===== src/hdl/artl_pkg.sv =====
// ----------------------------------------------------------------------------
// artl_pkg
// Shared types, codes and constants of the ageing route table.
// ----------------------------------------------------------------------------
package artl_pkg;

    // Default sizes of the table and of the port set.
    localparam int TABLE_ENTRIES_DEF = 64;
    localparam int MAX_PORTS_DEF     = 8;

    // Most hops that one flood may emit.
    localparam int FLOOD_MAX = 8;

    // Field widths.
    localparam int ADDR_W = 32;
    localparam int MAC_W  = 48;
    localparam int PORT_W = 3;
    localparam int DIST_W = 8;
    localparam int AGE_W  = 2;
    localparam int OP_W   = 2;
    localparam int KIND_W = 3;
    localparam int CNT_W  = 4;
    localparam int LCNT_W = 2;
    localparam int CFG_IDX_W  = 3;
    localparam int CFG_DATA_W = 48;

    // Operation codes of an input item. The spare code is taken and dropped.
    localparam logic [OP_W-1:0] OP_UPDATE = 2'd0;
    localparam logic [OP_W-1:0] OP_LOOKUP = 2'd1;
    localparam logic [OP_W-1:0] OP_TICK   = 2'd2;
    localparam logic [OP_W-1:0] OP_NONE   = 2'd3;

    // Result kinds.
    localparam logic [KIND_W-1:0] KIND_UPD_DONE = 3'd0;
    localparam logic [KIND_W-1:0] KIND_FULL     = 3'd1;
    localparam logic [KIND_W-1:0] KIND_ROUTE    = 3'd2;
    localparam logic [KIND_W-1:0] KIND_FLOOD    = 3'd3;
    localparam logic [KIND_W-1:0] KIND_TICK     = 3'd4;

    // Configuration register indexes.
    localparam logic [CFG_IDX_W-1:0] REG_DEVICE_COUNT = 3'd0;
    localparam logic [CFG_IDX_W-1:0] REG_LOCAL_COUNT  = 3'd1;
    localparam logic [CFG_IDX_W-1:0] REG_LOCAL_IP_A   = 3'd2;
    localparam logic [CFG_IDX_W-1:0] REG_LOCAL_MAC_A  = 3'd3;
    localparam logic [CFG_IDX_W-1:0] REG_LOCAL_IP_B   = 3'd4;
    localparam logic [CFG_IDX_W-1:0] REG_LOCAL_MAC_B  = 3'd5;

    localparam logic [ADDR_W-1:0] ADDR_BCAST = 32'hffff_ffff;
    localparam logic [MAC_W-1:0]  MAC_BCAST  = 48'hffff_ffff_ffff;

    // Query and running scan results that move from cell to cell.
    typedef struct packed {
        logic              vld;
        logic [OP_W-1:0]   op;
        logic [ADDR_W-1:0] addr;
        logic [ADDR_W-1:0] qmask;
        logic [AGE_W-1:0]  stale;
        logic              hit;
        logic [AGE_W-1:0]  hit_age;
        logic [DIST_W-1:0] hit_dist;
        logic              free_ok;
        logic              best_ok;
        logic [ADDR_W-1:0] best_mask;
        logic [ADDR_W-1:0] best_prefix;
        logic [MAC_W-1:0]  best_mac;
        logic [PORT_W-1:0] best_port;
    } t_carry;

    // Entry write broadcast to all cells.
    typedef struct packed {
        logic              en;
        logic [ADDR_W-1:0] prefix;
        logic [ADDR_W-1:0] mask;
        logic [MAC_W-1:0]  mac;
        logic [PORT_W-1:0] port;
        logic [DIST_W-1:0] distance;
        logic [AGE_W-1:0]  age;
    } t_wr;

endpackage


===== src/hdl/artl_cell.sv =====
// ----------------------------------------------------------------------------
// artl_cell
// One table entry. Examines the passing query against its entry and hands
// the updated running result on to the next cell through its hand-over register.
// ----------------------------------------------------------------------------
module artl_cell #(
    parameter int TABLE_ENTRIES = artl_pkg::TABLE_ENTRIES_DEF,
    localparam int IW = $clog2(TABLE_ENTRIES)
) (
    input  logic             i_clk,
    input  logic             i_rst_n,
    input  logic [IW-1:0]    i_idx,
    input  artl_pkg::t_carry i_carry,
    input  logic [IW-1:0]    i_hit_idx,
    input  logic [IW-1:0]    i_free_idx,
    output artl_pkg::t_carry o_carry,
    output logic [IW-1:0]    o_hit_idx,
    output logic [IW-1:0]    o_free_idx,
    input  artl_pkg::t_wr    i_wr,
    input  logic [IW-1:0]    i_wr_idx
);
    import artl_pkg::*;

    logic              r_valid;
    logic [ADDR_W-1:0] r_prefix;
    logic [ADDR_W-1:0] r_mask;
    logic [MAC_W-1:0]  r_mac;
    logic [PORT_W-1:0] r_port;
    logic [DIST_W-1:0] r_dist;
    logic [AGE_W-1:0]  r_age;

    t_carry          r_carry, n_carry;
    logic [IW-1:0]   r_hit_idx, n_hit_idx;
    logic [IW-1:0]   r_free_idx, n_free_idx;
    logic            w_wr_here;
    logic            w_expire;
    logic            w_cover;

    assign w_wr_here = i_wr.en && (i_wr_idx == i_idx);
    assign w_expire  = i_carry.vld && (i_carry.op == OP_TICK) && r_valid
                       && (r_age == i_carry.stale);
    assign w_cover   = ((r_prefix & r_mask) == (i_carry.addr & r_mask))
                       && ((r_mask & i_carry.qmask) == r_mask);

    // Fold this entry into the running result.
    always_comb begin
        n_carry    = i_carry;
        n_hit_idx  = i_hit_idx;
        n_free_idx = i_free_idx;
        if (i_carry.vld && i_carry.op == OP_UPDATE) begin
            if (r_valid) begin
                if (!i_carry.hit && r_prefix == i_carry.addr && r_mask == i_carry.qmask) begin
                    n_carry.hit      = 1'b1;
                    n_carry.hit_age  = r_age;
                    n_carry.hit_dist = r_dist;
                    n_hit_idx        = i_idx;
                end
            end else if (!i_carry.free_ok) begin
                n_carry.free_ok = 1'b1;
                n_free_idx      = i_idx;
            end
        end
        if (i_carry.vld && i_carry.op == OP_LOOKUP && r_valid && w_cover) begin
            if (!i_carry.best_ok || r_mask > i_carry.best_mask
                || (r_mask == i_carry.best_mask && r_prefix < i_carry.best_prefix)) begin
                n_carry.best_ok     = 1'b1;
                n_carry.best_mask   = r_mask;
                n_carry.best_prefix = r_prefix;
                n_carry.best_mac    = r_mac;
                n_carry.best_port   = r_port;
            end
        end
    end

    // Entry valid flag: set by a write, cleared when it expires on a tick.
    always_ff @(posedge i_clk) begin
        if (!i_rst_n) begin
            r_valid <= 1'b0;
        end else if (w_wr_here) begin
            r_valid <= 1'b1;
        end else if (w_expire) begin
            r_valid <= 1'b0;
        end
    end

    // Entry contents.
    always_ff @(posedge i_clk) begin
        if (w_wr_here) begin
            r_prefix <= i_wr.prefix;
            r_mask   <= i_wr.mask;
            r_mac    <= i_wr.mac;
            r_port   <= i_wr.port;
            r_dist   <= i_wr.distance;
            r_age    <= i_wr.age;
        end
    end

    // Hand-over register to the next cell.
    always_ff @(posedge i_clk) begin
        if (!i_rst_n) begin
            r_carry.vld <= 1'b0;
        end else begin
            r_carry.vld <= n_carry.vld;
        end
    end

    always_ff @(posedge i_clk) begin
        r_carry.op          <= n_carry.op;
        r_carry.addr        <= n_carry.addr;
        r_carry.qmask       <= n_carry.qmask;
        r_carry.stale       <= n_carry.stale;
        r_carry.hit         <= n_carry.hit;
        r_carry.hit_age     <= n_carry.hit_age;
        r_carry.hit_dist    <= n_carry.hit_dist;
        r_carry.free_ok     <= n_carry.free_ok;
        r_carry.best_ok     <= n_carry.best_ok;
        r_carry.best_mask   <= n_carry.best_mask;
        r_carry.best_prefix <= n_carry.best_prefix;
        r_carry.best_mac    <= n_carry.best_mac;
        r_carry.best_port   <= n_carry.best_port;
        r_hit_idx           <= n_hit_idx;
        r_free_idx          <= n_free_idx;
    end

    assign o_carry    = r_carry;
    assign o_hit_idx  = r_hit_idx;
    assign o_free_idx = r_free_idx;

endmodule


===== config.mk =====
export PLATFORM = sky130hd
export DESIGN_NAME = artl_cell
export DESIGN_NICKNAME = d
export VERILOG_FILES = /design/src/hdl/artl_pkg.sv /design/src/hdl/artl_cell.sv
export SDC_FILE = /design/constraint.sdc
export NUM_CORES = 1
export LEC_CHECK = 0
export BUFFER_PORTS_ARGS = -buffer_cell sky130_fd_sc_hd__buf_2
export CAP_MARGIN = 25
export CELL_PAD_IN_SITES_DETAIL_PLACEMENT = 0
export CELL_PAD_IN_SITES_GLOBAL_PLACEMENT = 1
export CORE_AREA = 4 4 212 214
export DETAILED_ROUTE_END_ITERATION = 16
export DIE_AREA = 0 0 216 218
export MAX_ROUTING_LAYER = met4
export PLACE_DENSITY = 0.7
export RECOVER_POWER = 100
export SLEW_MARGIN = 20
export SYNTH_ARGS = -nofsm -noshare
export SYNTH_HDL_FRONTEND = slang
export SYNTH_SLANG_ARGS = --single-unit
export TNS_END_PERCENT = 5

===== constraint.sdc =====
create_clock -name i_clk -period 36.3 [get_ports i_clk]
set_input_delay 3.63 -clock i_clk [delete_from_list [all_inputs] [get_ports i_clk]]
set_output_delay 3.63 -clock i_clk [all_outputs]
set_load 0.05 [all_outputs]

# After elaboration in Yosys (flattened, before gate mapping)
# Cells that the tools add are included.
# word_totals
register_bits	335
inputBits	349
wordCells	69
output_inout_bits	209
# classes
n_reduce_logical	18
bitwise_logic	3
n_lt_le_gt_ge	2
n_eq_ne	9
n_mux	14
# ops
cell	n
116-bit two-way mux	2
32-bit == test	5
32-bit AND	3
6-bit two-way mux	6
32-bit > comparator	1
32-bit less-than comparator	1
11-bit two-way mux	2
1-bit logical AND	12
12-bit two-way mux	1
6-bit == test	1
1-bit two-way mux	3
2-bit by 1-bit == test with 1-bit output (second input constant)	1
2-bit == test	1
2-bit == test (second input constant)	1
1-bit logical NOT	2
2-bit logical NOT	1
1-bit logical OR	2
2-bit nonzero test	1

# Longest topological paths before layout
# Gate-level depths: netlist of run 1.
# logic_depth
word_depth	6
ltp_mapped	11
ltp_nobuf	9

# Worst setup path before layout of run 1
# Ideal clock, no wire load.
# synth_path
path_type	input to register
from	input port i_idx[2]
to	register r_age[0] (enable)
setup_ns	0.918
path_slack_ns	19.603
required_ns	35.382
path_buffers	0
t_arrival_ns	15.779
stages	2
path_cell_list	xor2_1 -> nor4_1
# synth_via
elab_chain_cells	2
# synth_lines
element	line	rtl
start: declaration	artl_cell.sv:12	input logic [IW-1:0] i_idx,
6-bit == test	artl_cell.sv:39	assign w_wr_here = i_wr.en && (i_wr_idx == i_idx);
1-bit logical AND	artl_cell.sv:39	
net w_wr_here	artl_cell.sv:35	logic w_wr_here;
end signal: assignment	artl_cell.sv:94	r_age <= i_wr.age;
end: declaration	artl_cell.sv:30	logic [AGE_W-1:0] r_age;
# The timed path passes the listed nets, and every way through them passes these cells.
# A chain may end at the register's enable or synchronous reset.

# Final worst setup path of run 1
# layout_path
from	input port i_idx[3]
to	register r_mask[29] (enable)
# layout_via
elab_chain_cells	2
# layout_lines
element	line	rtl
6-bit == test	artl_cell.sv:39	
1-bit logical AND	artl_cell.sv:39	
net w_wr_here	artl_cell.sv:35	
end signal: assignment	artl_cell.sv:90	r_mask <= i_wr.mask;
end: declaration	artl_cell.sv:26	logic [ADDR_W-1:0] r_mask;
# The timed path passes the listed nets, and every way through them passes these cells.

==> results_dict.tcl, run 1 <==
set metrics [dict create \
    status "finished, violations left" \
    violations "max-capacitance violations, max-slew violations" \
    fp.dieW_um 216 \
    synth_flop_cell "dfxtp_1" \
    post-dp-hpwl_um 37100 \
    rows 76 \
    crit_path_start_kind "input pin" \
    critPathRequiredTime_ps 36230 \
    path_clk_slew_ps 60 \
    max_slew_margin -4.09 \
    cts.sinks 335 \
    cts_tree "yes" \
    grt_pass1_wl_um 63900 \
    yosysWarnings 0 \
    viasPerCell 4.35 \
    clock_latency_ps 550 \
    fin_hold_ws_ps 463 \
    regToRegSetupSlack_ps 29890 \
    finalSetupViolations 0 \
    synth-async-reset-ratio 0 \
    synth_edf_count 125 \
    grt-ovfl-total 0 \
    crit_fanout 126 \
    place_worst_setup_slack_ps 28760 \
    routedWlPerCell_um 21.7 \
    synthTopCellsByArea "dfxtp_1 (33%), edfxtp_1 (29%), ha_1 (9.3%)" \
    dpl_cell_area_um2 16200 \
    slew_violations 246 \
    cellPowerDensity_nw_per_um2 53.7 \
    fin_ws_ps 26470 \
    leakage_nw 7.27 \
    min_path_cells 1 \
    cap_viol_max_count 4 \
    finalClockSkew_ps 18.9 \
    gp_congestion 0.820 \
    grt_max_degree 127 \
    syn_inst 888 \
    gr-usage-met1 0.210 \
    ctsResizeCount 0 \
    timing.fmax_mhz 102 \
    grt_pass1_vias 9864 \
    post_cts.repair.setup_buffers 0 \
    syn_nets 1332 \
    drtIter0Drc 352 \
    min_period_ps 9830 \
    dr.pass1.iters 6 \
    gr-usage-met3 0.0695 \
    worst_r2r_path_depth 10 \
    yosysSeqAreaShare 0.625 \
    crit_type "input pin to flop" \
    cp-endpoint "r_mask[29]" \
    hold_path_class "flop to flop" \
    critical_path_arrival_ps 9770 \
    track_usage 0.191 \
    finalPower_mw 0.914 \
    cts-root-buf "clkbuf_16" \
    worstSetupEndpointType "flop" \
    antenna_found_initial 16 \
    yosysMostFrequentCell "dfxtp_1" \
    area_growth_syn_to_layout_pct 33.7 \
    layout-drive-gt1-share 0.293 \
    core_um2 42900 \
    synth_cell_types 50 \
    postSynthAreaPerCell_um2 14.3 \
    netlist_area_um2 12700 \
    wl_um 45700 \
    r2r_start "r_mask[14]" \
    rsz0062_at_grt "no" \
    drc 0 \
    clock_path_buffers 3 \
    dr_total_vias 9169 \
    start_util 0.297 \
    dieHeight_um 218 \
    fin_area_um2 17000 \
    setup.worst_path.start "i_idx[3]" \
    fillCellCount 4328 \
    worst_r2r_endpoint "o_carry[100]" \
    yosysTopAreaCellShare 0.330 \
    ir_drop_v 0.0000407 \
    pin_count 558 \
    setup-tns-final_ps 0 \
    synth_top_cell_by_area "dfxtp_1" \
    finalCritPeriodShare 0.271 \
    io_buffer_count 557 \
    busiest_layer "met2" \
    yosys-top-cells-count "dfxtp_1 (210), edfxtp_1 (125), inv_1 (101)" \
    cts_made_buffers 38 \
    hold_violations 0 \
    dieArea_um2 47100 \
    hold_buffers 0 \
    tightest_slew_ps 7640 \
    antenna_left 0 \
    final_nets 1921 \
    synth-seq-cells 335 \
    cts_htree_levels 2 \
    grt_use_met2 0.325 \
]
logic make-up after synthesis:
| logic type | after synthesis | synth area share |
|---|---|---|
| adders and majority gates | 95 | 0.0934 |
| xor gates and xnor gates | 40 | 0.0275 |
| and+or+nand+nor | 94 | 0.0425 |
| AOI/OAI and AO/OA | 73 | 0.0392 |
| DFF | 335 | 0.625 |
| muxes | 137 | 0.134 |
| buffers and inverters | 114 | 0.0380 |
where the power goes:
group          switching, mW  internal, mW
combinational         0.0745        0.0303
sequential           0.00493         0.404
clock                  0.158         0.242
flip-flops by register name, indices dropped and copies added, names as in the netlist, 2 cells and up:
name        flops
o_free_idx      6
r_mask         32
o_hit_idx       6
r_dist          8
r_age           2
r_prefix       32
r_mac          48
r_port          3
o_carry       197
how the worst min path moves through the flow:
stage / start / end
3_3_place_gp: r_mac[23] / o_carry[26]
2_1_floorplan: r_dist[6] / o_carry[123]
5_1_grt: r_mac[8] / o_carry[11]
4_1_cts: r_mac[2] / o_carry[5]
6_report: r_mac[2] / o_carry[5]
3_5_place_dp: r_mac[24] / o_carry[27]
layout make-up:
type	count	area [µm²]	area share
clock buffers	58	1190	0.0698
clock inverters	11	135	0.00794
well taps	585	732	0.0430
inverters	101	379	0.0223
multi-input cells	439	4130	0.242
repair buffers	562	2460	0.145
diodes	17	42.5	0.00250
flip-flops and latches	335	7960	0.467
cells in the final DEF (no fill, tap or decap), types with 19 or more instances in the layout:
master     instances
a21oi_1           24
mux2_2            88
clkbuf_16         40
ha_1              95
nand4_1           24
mux2_1            45
dfxtp_1          210
buf_2            280
edfxtp_1         125
inv_1            101
xor2_1            36
clkbuf_1         288
nand2_1           19
critical path, stage by stage:
cell	delay [ps]
clkbuf_1	170
xnor2_1	140
nand4_1	110
nor4_1	180
clkbuf_1	5110
routing by layer:
metal  wire [µm]  share of wire  vias to the layer above
met5           0              0                        -
met2       22500           0.49                      391
li1            -              -                     4396
met4        1210          0.027                        0
met3        3830          0.084                       67
met1       18200           0.40                     4315
through the flow:
step,instances,util
5_1_grt,2107,0.397
6_report,2108,0.397
3_3_place_gp,2021,0.378
3_5_place_dp,2021,0.378
2_1_floorplan,888,-
4_1_cts,2090,0.409
(Power assumes the default switching activity.)
==> inputs of run 2 (changes only) <==
--- a/config.mk
+++ b/config.mk
@@ -9,11 +9,11 @@
 export CAP_MARGIN = 25
 export CELL_PAD_IN_SITES_DETAIL_PLACEMENT = 0
 export CELL_PAD_IN_SITES_GLOBAL_PLACEMENT = 1
-export CORE_AREA = 4 4 212 214
+export CORE_AREA = 4 4 214 216
 export DETAILED_ROUTE_END_ITERATION = 16
-export DIE_AREA = 0 0 216 218
+export DIE_AREA = 0 0 218 220
 export MAX_ROUTING_LAYER = met4
-export PLACE_DENSITY = 0.7
+export PLACE_DENSITY = 0.72
 export RECOVER_POWER = 100
 export SLEW_MARGIN = 20
 export SYNTH_ARGS = -nofsm -noshare
==> constraint.sdc (replaced) <==
create_clock -name i_clk -period 8.5 [get_ports i_clk]
set_input_delay 0.85 -clock i_clk [delete_from_list [all_inputs] [get_ports i_clk]]
set_output_delay 0.85 -clock i_clk [all_outputs]
set_load 0.05 [all_outputs]
==> run 2 against run 1 <==
The flow still finishes with violations (max-capacitance violations, max-slew violations). Worst hold slack got worse by 40 ps. Sequential share of layout area rose by 0.50 points. Wire length rose by 0.24%. Total power rose to 4.1 times the previous value. Register-to-register slack got worse by 27000 ps. Highest routed layer unchanged.
==> results_dict.tcl, run 2 (synthesis gave the netlist of run 1 again) <==
set metrics [dict create \
    cap_viol_max_count 5 \
    wl_met2_um 22700 \
    dieArea_um2 48000 \
    share_comb_of_total_power 0.120 \
    clock_latency_ps 550 \
    final_nets 1921 \
    critPathRequiredTime_ps 8560 \
    layout-drive-gt1-share 0.293 \
    slew_violations 180 \
    hold_violations 0 \
    critical_path_arrival_ps 5670 \
    violations "max-capacitance violations, max-slew violations" \
    seq_area_um2 7960 \
    met3_length_um 3720 \
    crit_type "input pin to flop" \
    core_um2 43900 \
    pin_count 558 \
    setup.worst_path.start "i_idx[1]" \
    antenna_found_initial 9 \
    cts_htree_levels 2 \
    top_layer "met4" \
    ir_drop_v 0.000170 \
    worst_r2r_path_depth 8 \
    drc 0 \
    finalClockSkew_ps 13.8 \
    post_cts.repair.setup_buffers 0 \
    largest_reg_flops 197 \
    leakage_nw 7.19 \
    grt_pass1_vias 9897 \
    grt-ovfl-total 0 \
    hold_path_class "input pin to flop" \
    area_growth_syn_to_layout_pct 32.3 \
    crit_path_start_kind "input pin" \
    max_slew_margin -1.62 \
    cts_made_buffers 37 \
    cellPowerDensity_nw_per_um2 220 \
    regToRegSetupSlack_ps 3310 \
    cts.sinks 335 \
    p_sw_mw 1.00 \
    rows 77 \
    fin_ws_ps 2890 \
    fp.dieW_um 218 \
    ctsResizeCount 0 \
    dr.pass1.iters 4 \
    worstSetupEndpointType "flop" \
    routedWlPerCell_um 21.8 \
    setup-tns-final_ps 0 \
    rsz0062_at_grt "no" \
    timing.fmax_mhz 178 \
    start_util 0.290 \
    path_clk_slew_ps 60 \
    cts_tree "yes" \
    switching_share 0.271 \
    hold_buffers 0 \
    wl_um 45800 \
    crit_fanout 64 \
    layout_common_cells "clkbuf_1 (284), buf_2 (283), dfxtp_1 (210)" \
    track_usage 0.187 \
    internal_power_mw 2.71 \
    io_buffer_count 557 \
    place_worst_setup_slack_ps 3400 \
    status "finished, violations left" \
    grt_pass1_wl_um 63300 \
    dr_total_vias 9133 \
    tightest_slew_ps 3930 \
    gp_congestion 0.845 \
    cts-root-buf "clkbuf_16" \
    grt_max_degree 65 \
    fillCellCount 4526 \
    drtIter0Drc 326 \
    post-dp-hpwl_um 37400 \
    viasPerCell 4.34 \
    layout_commonest_cell "clkbuf_1" \
    clock_path_buffers 3 \
    cp-endpoint "r_prefix[23]" \
    min_period_ps 5610 \
    r2r_start "r_mask[21]" \
    p_clk_frac 0.409 \
    power_frac_seq 0.471 \
    met1_length_um 18300 \
    multi_input_area_um2 4130 \
    antenna_left 0 \
    finalCritPeriodShare 0.660 \
    finalSetupViolations 0 \
    worst_r2r_endpoint "o_carry[62]" \
    dieHeight_um 220 \
]
[run 2: cell types whose count changed in the layout (fill, tap and decap cells not counted), sizes merged]
cell | before | now
buf | 280 | 285
bufinv | 2 | 0
clkbuf | 340 | 326
clkinv | 5 | 12
clkinvlp | 0 | 4
diode | 17 | 9
inv | 105 | 104
[run 2: per-stage QoR]
stage	power, mW	instances	hold slack, ps	util	cell area [µm²]
after floorplan	2.06	888	448	-	12700
after global placement	2.25	2029	449	0.369	16200
after detailed placement	2.26	2030	457	0.369	16200
after CTS	3.79	2097	387	0.395	17400
after global routing	3.86	2105	394	0.383	16800
final	3.71	2106	423	0.383	16800
[run 2: worst min-delay path by stage]
stage	cells past startpoint	slack [ps]	from	endpoint
CTS	1	390	i_carry[161]	o_carry[161]
finish	1	420	i_carry[155]	o_carry[155]
global placement	1	450	r_mac[22]	o_carry[25]
floorplan	1	450	r_dist[6]	o_carry[123]
detailed placement	1	460	r_mac[34]	o_carry[37]
global route	1	390	i_carry[155]	o_carry[155]
[run 2: layout make-up]
class / instances / share of cell area
Clock buffer: 48 / 0.0604
Clock inverter: 19 / 0.00735
Inverter: 101 / 0.0225
Timing Repair Buffer: 563 / 0.147
Antenna cell: 9 / 0.00134
Multi-Input combinational cell: 439 / 0.245
Sequential cell: 335 / 0.472
Tap cell: 592 / 0.0440
[run 2: metal layers]
layer / track usage / up-vias
met5: - / -
met4: 0.0571 / 0
met3: 0.0558 / 64
met2: 0.327 / 381
met1: 0.206 / 4306
li1: - / 4382
[run 2: critical path, stage by stage]
cell	delay, ps
clkbuf_1	120
xnor2_1	250
nand4_1	150
nor4_1	1370
clkbuf_1	2790
[run 2: power by group through the flow]
stage | logic (mW) | registers [mW] | clock network (mW)
after floorplan | 0.0984 | 1.97 | 0
after global placement | 0.476 | 1.78 | 0
after detailed placement | 0.479 | 1.78 | 0
after CTS | 0.481 | 1.75 | 1.57
after global routing | 0.480 | 1.75 | 1.63
final | 0.446 | 1.75 | 1.52
==> inputs of run 3 (changes only) <==
==> constraint.sdc (replaced) <==
create_clock -name i_clk -period 4.5 [get_ports i_clk]
set_input_delay 0.45 -clock i_clk [delete_from_list [all_inputs] [get_ports i_clk]]
set_output_delay 0.45 -clock i_clk [all_outputs]
set_load 0.05 [all_outputs]
==> run 3 against run 2 <==
Clock power increased by 110%. First-iteration DRC count increased by 25%. Via count increased by 0.20%. Global-route usage increased by 0.078 points. Register-to-register slack got worse by 2200 ps. Largest power group unchanged. Sequential power increased by 89%. Critical path depth unchanged. The run still ends with max-capacitance violations, max-slew violations left. Setup slack got worse by 2100 ps. Combinational power increased by 93%.
==> results_dict.tcl, run 3 (synthesis gave the netlist of run 1 again) <==
set metrics [dict create \
    fp.dieW_um 218 \
    post-dp-hpwl_um 37300 \
    crit_path_start_kind "input pin" \
    critPathRequiredTime_ps 4570 \
    rsz0062_at_grt "no" \
    clock_path_buffers 3 \
    critical-path-slowest-cell "buf_2" \
    track_usage 0.188 \
    dp.cells 2029 \
    largest_reg_flops 197 \
    routedWlPerCell_um 21.7 \
    cts-root-buf "clkbuf_16" \
    crit_type "input pin to flop" \
    hold_buffers 7 \
    cp.buffers_inverters 2 \
    gp_congestion 0.797 \
    clock_latency_ps 550 \
    layout_commonest_cell "clkbuf_1" \
    cts.sinks 335 \
    grt_pass1_wl_um 63900 \
    antenna_found_initial 14 \
    final_nets 1927 \
    grt_pass1_vias 9995 \
    worstSetupEndpointType "flop" \
    tightest_slew_ps 3420 \
    stdcell_count 2117 \
    cellPowerDensity_nw_per_um2 432 \
    grt_max_degree 127 \
    status "finished, violations left" \
    crit_fanout 126 \
    drc 0 \
    finalCritPeriodShare 0.826 \
    wl_um 45900 \
    dieHeight_um 220 \
    cts_tree "yes" \
    max_slew_margin -1.28 \
    violations "max-capacitance violations, max-slew violations" \
    finalClockSkew_ps 16.4 \
    layout-drive-gt1-share 0.290 \
    hold_violations 0 \
    hold_path_class "input pin to flop" \
    pin_count 558 \
    viasPerCell 4.32 \
    io_buffer_count 557 \
    min_period_ps 3720 \
    drtIter0Drc 409 \
    area_growth_syn_to_layout_pct 34.7 \
    cap_viol_max_count 1 \
    fillCellCount 4479 \
    cts_made_buffers 37 \
    dr.pass1.iters 7 \
    antenna_left 0 \
    dr_total_vias 9151 \
    ir_drop_v 0.000320 \
    critical_path_arrival_ps 3790 \
    cp_cell_sequence "clkbuf_1 -> xnor2_1 -> nand4_1 -> nor4_1 -> buf_2" \
    slew_violations 127 \
    leakage_nw 7.31 \
    ctsResizeCount 0 \
    dieArea_um2 48000 \
    cts_htree_levels 2 \
    timing.fmax_mhz 269 \
    post_cts.repair.setup_buffers 0 \
    path_clk_slew_ps 60 \
    start_util 0.290 \
    core_um2 43900 \
    layout_common_cells "clkbuf_1 (290), buf_2 (276), dfxtp_1 (210)" \
    slowest_delay_ps 2150 \
    setup-tns-final_ps 0 \
    rows 77 \
    finalSetupViolations 0 \
    grt-ovfl-total 0 \
    critPathTopFamily "buffers and inverters" \
]
-- run 3: cell count changes in the layout (fill, tap and decap cells not counted), moves of 3 or more --
| cell | previous run | this run |
|---|---|---|
| dlygate4sd3_1 | 0 | 7 |
| diode_2 | 9 | 13 |
| clkbuf_16 | 37 | 40 |
| clkbuf_1 | 284 | 290 |
| buf_2 | 283 | 276 |
| bufinv_16 | 0 | 5 |
| clkinv_2 | 10 | 5 |
-- run 3: final timing paths --
check	startpoint	endpoint	slack (ps)	cells after the start
worst min-delay path	i_carry[154]	o_carry[154]	30	1
worst max-delay path	i_idx[1]	r_mask[28]	780	5
worst max register to register	r_mask[31]	o_hit_idx[4]	1090	7
worst min register to register	r_mac[8]	o_carry[11]	470	1
-- run 3: area by class of cell --
| cell class | instances | area [µm²] | share of cell area |
|---|---|---|---|
| well taps | 592 | 741 | 0.0432 |
| clock inverters | 17 | 221 | 0.0129 |
| flip-flops and latches | 335 | 7960 | 0.464 |
| multi-input cells | 439 | 4170 | 0.243 |
| repair buffers | 569 | 2560 | 0.149 |
| inverters | 101 | 379 | 0.0221 |
| diodes | 13 | 32.5 | 0.00190 |
| clock buffers | 51 | 1090 | 0.0637 |
-- run 3: layer usage --
metal  routed length (µm)  global-route usage
met5                    0                   -
met4                 1350              0.0653
met3                 3440              0.0514
met2                22800               0.321
met1                18300               0.212
-- run 3: stage by stage --
stage / hold slack, ps / utilization / area (µm²) / setup WS (ps) / total power, mW
after floorplan: 448 / - / 12800 / -651 / 3.90
after global placement: 450 / 0.371 / 16300 / 781 / 4.27
after detailed placement: 455 / 0.371 / 16300 / 794 / 4.28
after CTS: 1.28 / 0.402 / 17700 / 935 / 7.55
after global routing: 9.11 / 0.390 / 17200 / 592 / 7.70
final: 30.1 / 0.390 / 17200 / 782 / 7.40
-- run 3: power by group --
group	internal (mW)	switching [mW]
registers	3.26	0.0390
clock network	1.99	1.25
logic	0.248	0.614
